$ cat src/rtcm2_pkg.sv
`timescale 1ns / 1ps
// ----------------------------------------------------------------------------
// RTCM 2 word deframer package
// Types, constants and the GPS word parity check shared by the deframer.
// ----------------------------------------------------------------------------
package rtcm2_pkg;

  localparam int unsigned DataW   = 24;
  localparam int unsigned WinW    = 32;
  localparam int unsigned SymW    = 6;
  localparam int unsigned PosW    = 7;
  localparam int unsigned LenW    = 6;
  localparam int unsigned CntW    = 3;
  localparam int unsigned ParW    = 6;

  localparam logic [7:0]      PREAMBLE     = 8'h66;
  localparam logic [1:0]      SYM_TAG      = 2'b01;
  localparam logic [CntW-1:0] SYMS_PER_WORD = 3'd5;
  localparam logic [WinW-1:0] WIN_RESET    = 32'hC000_0000;

  typedef enum logic [1:0] {
    MODE_HUNT  = 2'd0,
    MODE_HEAD2 = 2'd1,
    MODE_BODY  = 2'd2
  } mode_e;

  typedef enum logic [1:0] {
    KIND_HEAD1 = 2'd0,
    KIND_HEAD2 = 2'd1,
    KIND_BODY  = 2'd2,
    KIND_PERR  = 2'd3
  } kind_e;

  localparam logic [DataW-1:0] PAR_MASK [ParW] = '{
    24'hEC7CD2, 24'h763E69, 24'hBB1F34, 24'h5D8F9A, 24'hAEC7CD, 24'h2DEA27
  };
  localparam logic [ParW-1:0] PAR_USES_D29 = 6'b101001;

  typedef struct packed {
    logic [DataW-1:0] data;
    logic             ok;
  } word_chk_t;

  // Corrects the data bits for D30* and checks the six parity bits.
  function automatic word_chk_t word_check(input logic [WinW-1:0] win);
    word_chk_t        res;
    logic [DataW-1:0] d;
    logic [ParW-1:0]  calc;
    d = win[29:6] ^ {DataW{win[30]}};
    for (int i = 0; i < ParW; i++) begin
      calc[ParW-1-i] = ^(d & PAR_MASK[i]) ^ (PAR_USES_D29[ParW-1-i] ? win[31] : win[30]);
    end
    res.data = d;
    res.ok   = (calc == win[5:0]);
    return res;
  endfunction

endpackage

$ cat src/rtcm2_word_deframer_core.sv
`timescale 1ns / 1ps
// ----------------------------------------------------------------------------
// RTCM 2 word deframer core
// Frame sync, GPS parity check and header decoding of RTCM 2 serial bytes.
// ----------------------------------------------------------------------------
// The core takes one serial byte per cycle unless stalled, and gives at
// most one word result per byte. A byte is captured in an input register,
// and the window shift, the preamble test and the six parity trees run
// combinationally into the result register. A new byte can be taken every
// cycle as long as results are transferred; while a result is held off,
// the input register takes one more byte and then the input stalls. Bytes
// whose top two bits are not 01 are dropped. Writing the length format
// takes effect on the next transfer and is meant to be done while the
// core is idle.
module rtcm2_word_deframer_core (
  input  logic        clk_i,
  input  logic        rst_ni,
  input  logic        cfg_we_i,
  input  logic        cfg_wdata_i,
  input  logic        in_valid_i,
  output logic        in_stall_o,
  input  logic [7:0]  raw_byte_i,
  output logic        out_valid_o,
  input  logic        out_stall_i,
  output logic [23:0] word_data_o,
  output logic [1:0]  word_kind_o,
  output logic [6:0]  word_number_o,
  output logic        last_word_o,
  output logic [5:0]  msg_type_o,
  output logic [9:0]  station_id_o,
  output logic [12:0] modified_zcount_o,
  output logic [2:0]  sequence_number_o,
  output logic [5:0]  frame_length_o,
  output logic [2:0]  station_health_o
);

  import rtcm2_pkg::*;

  logic             len_fmt_q;
  logic             in_valid_q, in_valid_d;
  logic [7:0]       in_byte_q;
  logic             s2_free, fire, accept;

  mode_e            mode_q, mode_d;
  logic [WinW-1:0]  win_q, win_d;
  logic [CntW-1:0]  sym_cnt_q, sym_cnt_d;
  logic [LenW-1:0]  left_q, left_d;
  logic [PosW-1:0]  pos_q, pos_d;
  logic [5:0]       type_q, type_d;
  logic [9:0]       station_q, station_d;
  logic [DataW-1:0] head2_q, head2_d;

  logic             emit;
  kind_e            kind;
  logic             last;
  logic [DataW-1:0] emit_data;
  logic [SymW-1:0]  sym;
  logic [WinW-1:0]  win_shift;
  word_chk_t        chk;
  logic [LenW-1:0]  len_new;

  logic             out_valid_q, out_valid_d;
  logic [DataW-1:0] data_q;
  kind_e            kind_q;
  logic [PosW-1:0]  num_q;
  logic             last_q;
  logic [5:0]       otype_q;
  logic [9:0]       ostation_q;
  logic [12:0]      zcount_q;
  logic [2:0]       seq_q;
  logic [5:0]       flen_q, flen_d;
  logic [2:0]       health_q, health_d;

  assign s2_free    = !out_valid_q || !out_stall_i;
  assign fire       = in_valid_q && s2_free;
  assign in_stall_o = in_valid_q && !s2_free;
  assign accept     = in_valid_i && !in_stall_o;
  assign in_valid_d = accept ? 1'b1 : (fire ? 1'b0 : in_valid_q);

  always_comb begin
    for (int i = 0; i < SymW; i++) begin
      sym[SymW-1-i] = in_byte_q[i];
    end
    win_shift = {win_q[WinW-SymW-1:0], sym};
    chk       = word_check(win_shift);
    len_new   = len_fmt_q ? chk.data[7:2] : {1'b0, chk.data[7:3]};
  end

  always_comb begin
    mode_d    = mode_q;
    win_d     = win_q;
    sym_cnt_d = sym_cnt_q;
    left_d    = left_q;
    pos_d     = pos_q;
    type_d    = type_q;
    station_d = station_q;
    head2_d   = head2_q;
    emit      = 1'b0;
    kind      = KIND_HEAD1;
    last      = 1'b0;
    emit_data = chk.data;
    if (fire && in_byte_q[7:6] == SYM_TAG) begin
      win_d = win_shift;
      unique case (mode_q)
        MODE_HEAD2, MODE_BODY: begin
          sym_cnt_d = sym_cnt_q + 3'd1;
          if (sym_cnt_d == SYMS_PER_WORD) begin
            sym_cnt_d = '0;
            pos_d     = pos_q + 7'd1;
            emit      = 1'b1;
            if (!chk.ok) begin
              mode_d = MODE_HUNT;
              left_d = '0;
              kind   = KIND_PERR;
              last   = 1'b1;
            end else if (mode_q == MODE_HEAD2) begin
              head2_d = chk.data;
              left_d  = len_new;
              kind    = KIND_HEAD2;
              if (len_new == '0) begin
                mode_d = MODE_HUNT;
                last   = 1'b1;
              end else begin
                mode_d = MODE_BODY;
              end
            end else begin
              left_d = left_q - 6'd1;
              kind   = KIND_BODY;
              if (left_d == '0) begin
                mode_d = MODE_HUNT;
                last   = 1'b1;
              end
            end
          end
        end
        default: begin
          mode_d = MODE_HUNT;
          if (chk.ok && chk.data[23:16] == PREAMBLE) begin
            type_d    = chk.data[15:10];
            station_d = chk.data[9:0];
            head2_d   = '0;
            pos_d     = '0;
            sym_cnt_d = '0;
            mode_d    = MODE_HEAD2;
            emit      = 1'b1;
            kind      = KIND_HEAD1;
          end
        end
      endcase
    end
  end

  always_comb begin
    if (len_fmt_q) begin
      flen_d   = head2_d[7:2];
      health_d = {1'b0, head2_d[1:0]};
    end else begin
      flen_d   = {1'b0, head2_d[7:3]};
      health_d = head2_d[2:0];
    end
    if (fire && emit) begin
      out_valid_d = 1'b1;
    end else if (!out_stall_i) begin
      out_valid_d = 1'b0;
    end else begin
      out_valid_d = out_valid_q;
    end
  end

  always_ff @(posedge clk_i or negedge rst_ni) begin
    if (!rst_ni) begin
      len_fmt_q   <= 1'b0;
      in_valid_q  <= 1'b0;
      out_valid_q <= 1'b0;
      mode_q      <= MODE_HUNT;
      win_q       <= WIN_RESET;
      sym_cnt_q   <= '0;
      left_q      <= '0;
      pos_q       <= '0;
      type_q      <= '0;
      station_q   <= '0;
      head2_q     <= '0;
    end else begin
      if (cfg_we_i) begin
        len_fmt_q <= cfg_wdata_i;
      end
      in_valid_q  <= in_valid_d;
      out_valid_q <= out_valid_d;
      mode_q      <= mode_d;
      win_q       <= win_d;
      sym_cnt_q   <= sym_cnt_d;
      left_q      <= left_d;
      pos_q       <= pos_d;
      type_q      <= type_d;
      station_q   <= station_d;
      head2_q     <= head2_d;
    end
  end

  always_ff @(posedge clk_i) begin
    if (accept) begin
      in_byte_q <= raw_byte_i;
    end
    if (fire && emit) begin
      data_q     <= emit_data;
      kind_q     <= kind;
      num_q      <= pos_d;
      last_q     <= last;
      otype_q    <= type_d;
      ostation_q <= station_d;
      zcount_q   <= head2_d[23:11];
      seq_q      <= head2_d[10:8];
      flen_q     <= flen_d;
      health_q   <= health_d;
    end
  end

  assign out_valid_o       = out_valid_q;
  assign word_data_o       = data_q;
  assign word_kind_o       = kind_q;
  assign word_number_o     = num_q;
  assign last_word_o       = last_q;
  assign msg_type_o        = otype_q;
  assign station_id_o      = ostation_q;
  assign modified_zcount_o = zcount_q;
  assign sequence_number_o = seq_q;
  assign frame_length_o    = flen_q;
  assign station_health_o  = health_q;

`ifndef SYNTH
  a_perr_last : assert property (@(posedge clk_i) disable iff (!rst_ni)
    out_valid_o && word_kind_o == KIND_PERR |-> last_word_o)
    else $error("Parity error result without last word.");

  a_head1 : assert property (@(posedge clk_i) disable iff (!rst_ni)
    out_valid_o && word_kind_o == KIND_HEAD1
      |-> word_number_o == '0 && word_data_o[23:16] == PREAMBLE && !last_word_o)
    else $error("First header result is malformed.");

  a_sym_cnt : assert property (@(posedge clk_i) disable iff (!rst_ni)
    sym_cnt_q < SYMS_PER_WORD)
    else $error("Symbol count out of range.");

  a_stall : assert property (@(posedge clk_i) disable iff (!rst_ni)
    in_stall_o |-> in_valid_q && out_valid_q)
    else $error("Input stalled without a waiting result.");
`endif

endmodule
$ cat config.mk
export PLATFORM = sky130hd
export DESIGN_NAME = rtcm2_word_deframer_core
export DESIGN_NICKNAME = d
export VERILOG_FILES = /design/src/rtcm2_pkg.sv /design/src/rtcm2_word_deframer_core.sv
export SDC_FILE = /design/constraint.sdc
export NUM_CORES = 1
export LEC_CHECK = 0
export ABC_AREA = 1
export BUFFER_PORTS_ARGS = -buffer_cell sky130_fd_sc_hd__buf_2
export CORE_MARGIN = 3
export CORE_UTILIZATION = 55
export CTS_BUF_LIST = sky130_fd_sc_hd__clkbuf_4 sky130_fd_sc_hd__clkbuf_8
export CTS_CLUSTER_DIAMETER = 30
export DETAILED_ROUTE_END_ITERATION = 8
export GPL_ROUTABILITY_DRIVEN = 1
export GPL_TIMING_DRIVEN = 0
export PLACE_DENSITY = 0.85
export SLEW_MARGIN = 20
export SYNTH_ARGS = -nofsm -noshare
export SYNTH_HDL_FRONTEND = slang
export SYNTH_SLANG_ARGS = --single-unit
export TNS_END_PERCENT = 100
$ cat constraint.sdc
create_clock -name clk_i -period 5.05 [get_ports clk_i]
set_clock_uncertainty 0.1 [all_clocks]
set_input_delay 0.7575 -clock clk_i [delete_from_list [all_inputs] [get_ports clk_i]]
set_output_delay 0.7575 -clock clk_i [all_outputs]
set_load 0.05 [all_outputs]
### Word-level counts from Yosys, hierarchy flattened

Cells that the tools add are included.

| word-level totals | value |
|---|---|
| bits in registers | 170 |
| input bits | 14 |
| output and inout bits | 77 |
| word-level logic and storage cells | 112 |

| operators by class | value |
|---|---|
| $add $sub $neg | 3 |
| eq/ne operators | 9 |
| mux-type cells | 44 |
| bitwise logic cells | 7 |
| reduce and logical (&&, ||, !) cells | 25 |

Operator list:

| operator | number |
|---|---|
| $mux W24 | 6 |
| $reduce_xor A24 Y1 | 6 |
| $mux W6 | 6 |
| $mux W10 | 3 |
| $mux W7 | 4 |
| $xor A24 B24 Y24 | 1 |
| $mux W2 | 8 |
| $mux W1 | 13 |
| $logic_not A6 Y1 | 2 |
| $mux W3 | 3 |
| $eq A8 B7 Y1 const B | 1 |
| $add A7 B1 Y7 const B | 1 |
| $eq A6 B6 Y1 | 1 |
| $logic_and A1 B1 Y1 | 6 |
| $reduce_and A3 Y1 | 2 |
| $sub A6 B1 Y6 const B | 1 |
| $xor A1 B1 Y1 | 6 |
| $mux W5 | 1 |
| $eq A2 B1 Y1 const B | 2 |
| $logic_not A1 Y1 | 4 |
| $ne A4 B4 Y1 const B | 1 |
| $reduce_bool A2 Y1 | 2 |
| $add A3 B1 Y3 const B | 1 |
| $eq A3 B3 Y1 const B | 1 |
| other kinds (6) | 6 |

### Longest topological paths before layout

| logic depth | value |
|---|---|
| depth in word-level cells | 10 |
| gate-level depth with buffers | 26 |
| mapped depth without buffers | 24 |

### Worst setup path before layout

Ideal clock, no wire load.

| path | value |
|---|---|
| path type | register to register |
| start point | register win_q[24] |
| end point | register flen_q[0], in the netlist frame_length_o[0], enable pin |
| setup time | 429 ps |
| arrival | 4213 ps |
| data required time | 4521 ps |
| slack | 308 ps |
| stages on the path, launching flop included | 25 |
| buffers on the path | 3 |
| clock period less this slack | 4742 ps |
| cells stage by stage | dfrtp_1 buf_6 buf_4 nand2_1 nand2_1 ha_1 clkbuf_1 inv_1 nand3_1 nand2_1 nand3_1 nand2_1 inv_1 nand2_1 nand2_1 nand2_1 nand2_1 nand2_1 nor2_2 nand3b_2 nand2_1 nand2_2 inv_1 nand2_1 inv_1 |

RTL lines:

| what | RTL line | RTL |
|---|---|---|
| from (decl) | rtcm2_word_deframer_core.sv:45 | `logic [WinW-1:0] win_q, win_d;` |
| from (signal assigned) | rtcm2_word_deframer_core.sv:190 | `win_q <= win_d;` |
| to (signal assigned) | rtcm2_word_deframer_core.sv:213 | `flen_q <= flen_d;` |
| to (decl) | rtcm2_word_deframer_core.sv:71 | `logic [5:0] flen_q, flen_d;` |

==> metrics.md <==
| Metric | Value |
|---|---|
| Cell type with the largest total area after synthesis | `sky130_fd_sc_hd__edfxtp_1` |
| Later-pin clock latency in the skew report | `0.49 ns` |
| Start-to-end type of the worst setup path | `reg -> reg` |
| TritonCTS clock tree | `built` |
| Slew at the pin with the worst max-slew slack | `0.733 ns` |
| Warnings, synthesis | `0` |
| Height of the chip | `129 um` |
| # Max-Cap Violations | `0` |
| Worst-case register-to-register setup slack | `0.40 ns` |
| Starting DRT DRC Count | `910` |
| Most numerous cell types in the synthesized netlist | `413 x sky130_fd_sc_hd__nand2_1, 91 x sky130_fd_sc_hd__inv_1, 87 x sky130_fd_sc_hd__dfrtp_1, 83 x sky130_fd_sc_hd__edfxtp_1, 73 x sky130_fd_sc_hd__o21ai_0` |
| IO buf count | `90` |
| Crit path max fanout | `40` |
| Rel. slew slack | `50.7%` |
| Hold/Removal Path Class | `in -> async` |
| Drt total wl | `21200 um` |
| HPWL after detailed placement | `15500 um` |
| Cell leakage power | `4.88 nW` |
| Aggregate global-route resource usage | `26.1%` |
| Achievable Freq | `215 MHz` |
| Kind of launch point of the worst setup path | `flip-flop` |
| Total number of vias | `7148` |
| Vias in the first global route | `6490` |
| CP Data Arrival Time | `4.72 ns` |
| Buffer cell driving the clock tree root | `sky130_fd_sc_hd__clkbuf_8` |
| Post-Synthesis Mean Instance Area | `8.53 um^2` |
| Initial Utilization | `57.0%` |
| RePlAce Congestion | `0.966` |
| Maximum number of pins on one net before global-route repair | `48` |
| Synth Net Count | `1007` |
| Number of antenna diodes | `0` |
| Layout net count | `1117` |
| Setup fix buffers added after clock tree synthesis | `0` |
| Number of remaining DRC errors | `0` |
| Capture point of the worst reg-to-reg path | `modified_zcount_o[2]` |
| Number of optimization iterations in the first detailed-route pass | `6` |
| Top-level port count | `91` |
| Total routed wire length on the met1 layer | `8410 um` |
| Final critical-path required period | `4.65 ns` |
| Hold-fix buffer count after cts | `0` |
| Final setup viols | `0` |
| Fin crit share | `92.0%` |
| Final ANT Viol Nets | `0` |
| Total power density per cell area | `486 nW/um^2` |
| Number of max-slew violations in the final report | `0` |
| Depth of the worst register-to-register path | `23` |
| Detailed-routed wire length on met3 | `1800 um` |
| Area share of the leading cell type in the synthesized netlist | `29.7%` |
| RSZ-0062 raised after global routing | `no` |
| Cell area after technology mapping | `8390 um^2` |
| Antenna violations before repair | `0` |
| Wire length on met2 | `10000 um` |
| Result of the run | `finished, final reports clean` |
| Final hold violations | `0` |
| Highest routed layer | `met4` |
| Share of synthesized registers carrying an async set or reset | `51.2%` |
| Clk buf depth | `2` |
| Post-synthesis sequential element count | `170` |
| Die X-Extent | `129 um` |
| Routed length per placed instance | `16.4 um` |
| Power Total | `4.63 mW` |
| Clk pin slew, worst setup/hold paths | `0.09 ns` |
| Global-route wire length before repair | `33200 um` |
| Die area | `16800 um^2` |
| Total clock sinks | `170` |
| Main synth FF type | `sky130_fd_sc_hd__dfrtp_1` |
| Proportion of synthesized chip area in sequential cells | `55.7%` |
| Post-synthesis cell type count | `43` |
| Max rail drop VDD | `0.000261 V` |
| Post-route worst hold slack | `0.158 ns` |
| Area Overhead vs Synth | `13.7%` |
| Number of flops mapped to enable cells by yosys | `83` |
| Startpoint of the lowest-slack register-to-register path | `win_q[24]` |
| Worst endpoint required time | `5.13 ns` |
| Inserted Clock Buffers | `17` |
| Main area contributors after synthesis | `sky130_fd_sc_hd__edfxtp_1 30%, sky130_fd_sc_hd__dfrtp_1 26%, sky130_fd_sc_hd__nand2_1 18%` |
| Capturing element type of the critical path | `flip-flop` |
| Count of H-tree levels built during CTS | `4` |
| Most frequent cell after synthesis | `sky130_fd_sc_hd__nand2_1` |
| Cell Rows | `44` |
| Layout cell share with drive strength beyond 1 | `15.3%` |
| Vias per inst | `5.54` |
| Area of the core | `14700 um^2` |
| Congestion Overflow GR | `0` |
| Post-Syn Instances | `983` |
cell families (layout without fill, tap and decap cells):
kind of cell | after synthesis | in the layout | share of synthesized area (%)
AOI/OAI and AO/OA | 106 | 106 | 6.82
xor gates and xnor gates | 25 | 25 | 2.79
adders and majority gates | 10 | 10 | 1.49
buffers and inverters | 127 | 250 | 6.39
DFF | 170 | 170 | 55.7
and+or+nand+nor | 545 | 545 | 26.8
layer usage:
layer,up-vias,global-route usage (%)
li1,3384,-
met1,3294,34.5
met2,388,40.9
met3,82,5.19
met4,0,14.1
met5,-,0
worst max-delay path: stages (launching register included):
cell and delay, ns:
sky130_fd_sc_hd__dfrtp_1 0.42, sky130_fd_sc_hd__inv_2 0.14, sky130_fd_sc_hd__buf_2 0.25, sky130_fd_sc_hd__nand2_1 0.07, sky130_fd_sc_hd__nand2_1 0.21, sky130_fd_sc_hd__ha_1 0.38
sky130_fd_sc_hd__inv_1 0.16, sky130_fd_sc_hd__nand3_1 0.09, sky130_fd_sc_hd__nand2_1 0.11, sky130_fd_sc_hd__nand3_1 0.08, sky130_fd_sc_hd__nand2_1 0.10, sky130_fd_sc_hd__inv_1 0.05
sky130_fd_sc_hd__nand2_1 0.08, sky130_fd_sc_hd__nand3_1 0.10, sky130_fd_sc_hd__nand2_1 0.07, sky130_fd_sc_hd__nand2_1 0.08, sky130_fd_sc_hd__nor2_2 0.24, sky130_fd_sc_hd__nand3b_2 0.21
sky130_fd_sc_hd__nand2_1 0.18, sky130_fd_sc_hd__nand2_2 0.21, sky130_fd_sc_hd__clkinvlp_4 0.24, sky130_fd_sc_hd__nand2_1 0.10, sky130_fd_sc_hd__bufinv_8 0.36, sky130_fd_sc_hd__buf_12 0.27
registers in the layout (all words and copies together) (netlist names), 7 cells and up:
name	count
win_q	26
pos_q	7
station_q	10
word_data_o	24
head2_q	24
in_byte_q	8
modified_zcount_o	13
station_id_o	10
word_number_o	7
placed cells by master, fill, tap and decap left out, types with 3 or more instances in the layout:
cell and count:
sky130_fd_sc_hd__nand3b_1 3, sky130_fd_sc_hd__nand4_1 9, sky130_fd_sc_hd__clkinv_1 4, sky130_fd_sc_hd__a31oi_1 3, sky130_fd_sc_hd__nand2_1 413, sky130_fd_sc_hd__nand2_2 12
sky130_fd_sc_hd__buf_4 3, sky130_fd_sc_hd__clkbuf_8 17, sky130_fd_sc_hd__ha_1 10, sky130_fd_sc_hd__inv_2 4, sky130_fd_sc_hd__o21a_1 3, sky130_fd_sc_hd__a21oi_1 6
sky130_fd_sc_hd__o21ai_0 73, sky130_fd_sc_hd__nor2_1 37, sky130_fd_sc_hd__xnor2_1 12, sky130_fd_sc_hd__clkbuf_1 10, sky130_fd_sc_hd__xor2_1 11, sky130_fd_sc_hd__o21ai_1 11
sky130_fd_sc_hd__dfrtp_1 87, sky130_fd_sc_hd__buf_2 98, sky130_fd_sc_hd__clkinvlp_4 4, sky130_fd_sc_hd__edfxtp_1 83, sky130_fd_sc_hd__nand3_1 59, sky130_fd_sc_hd__inv_1 89
through the flow:
step	std cells	cell area, um^2	setup TNS (ns)	worst slack [ns]	utilization (%)
floorplan	983	8390	0	0.308	-
global route	1290	9530	0	0.0139	64.9
detailed placement	1259	9120	0	0.257	62.0
global placement	1257	9070	-77.91	-1.04	61.7
finish	1290	9530	0	0.404	64.9
CTS	1291	9520	0	0.209	64.8
where the power goes:
part           internal [mW]  total, mW  switching [mW]
combinational          0.628       2.03            1.40
clock                  0.449      0.993           0.544
sequential              1.54       1.61          0.0714
total                   2.62       4.63            2.01
final cells by class:
| class | count | area (um^2) |
|---|---|---|
| multi-input cells | 686 | 3180 |
| repair buffers | 92 | 500 |
| inverters | 97 | 382 |
| clock buffers | 17 | 234 |
| plain buffers | 29 | 168 |
| flip-flops and latches | 170 | 4670 |
| fillers | 1156 | 5170 |
| clock inverters | 15 | 169 |
| well taps | 184 | 230 |
what timing repair did:
item | in CTS | in global routing
gates resized for setup | 0 | 4
setup endpoints to repair | 0 | 74
endpoints found under the hold margin | 0 | 0
how the worst max path moves through the flow:
stage | start | end | cells past startpoint
global placement | win_q[24] | word_data_o[23] | 24
CTS | win_q[24] | sequence_number_o[1] | 25
floorplan | win_q[24] | frame_length_o[0] | 24
detailed placement | win_q[24] | word_data_o[11] | 25
finish | win_q[24] | modified_zcount_o[2] | 23
global route | win_q[24] | word_data_o[10] | 23
(Power assumes the default switching activity.)
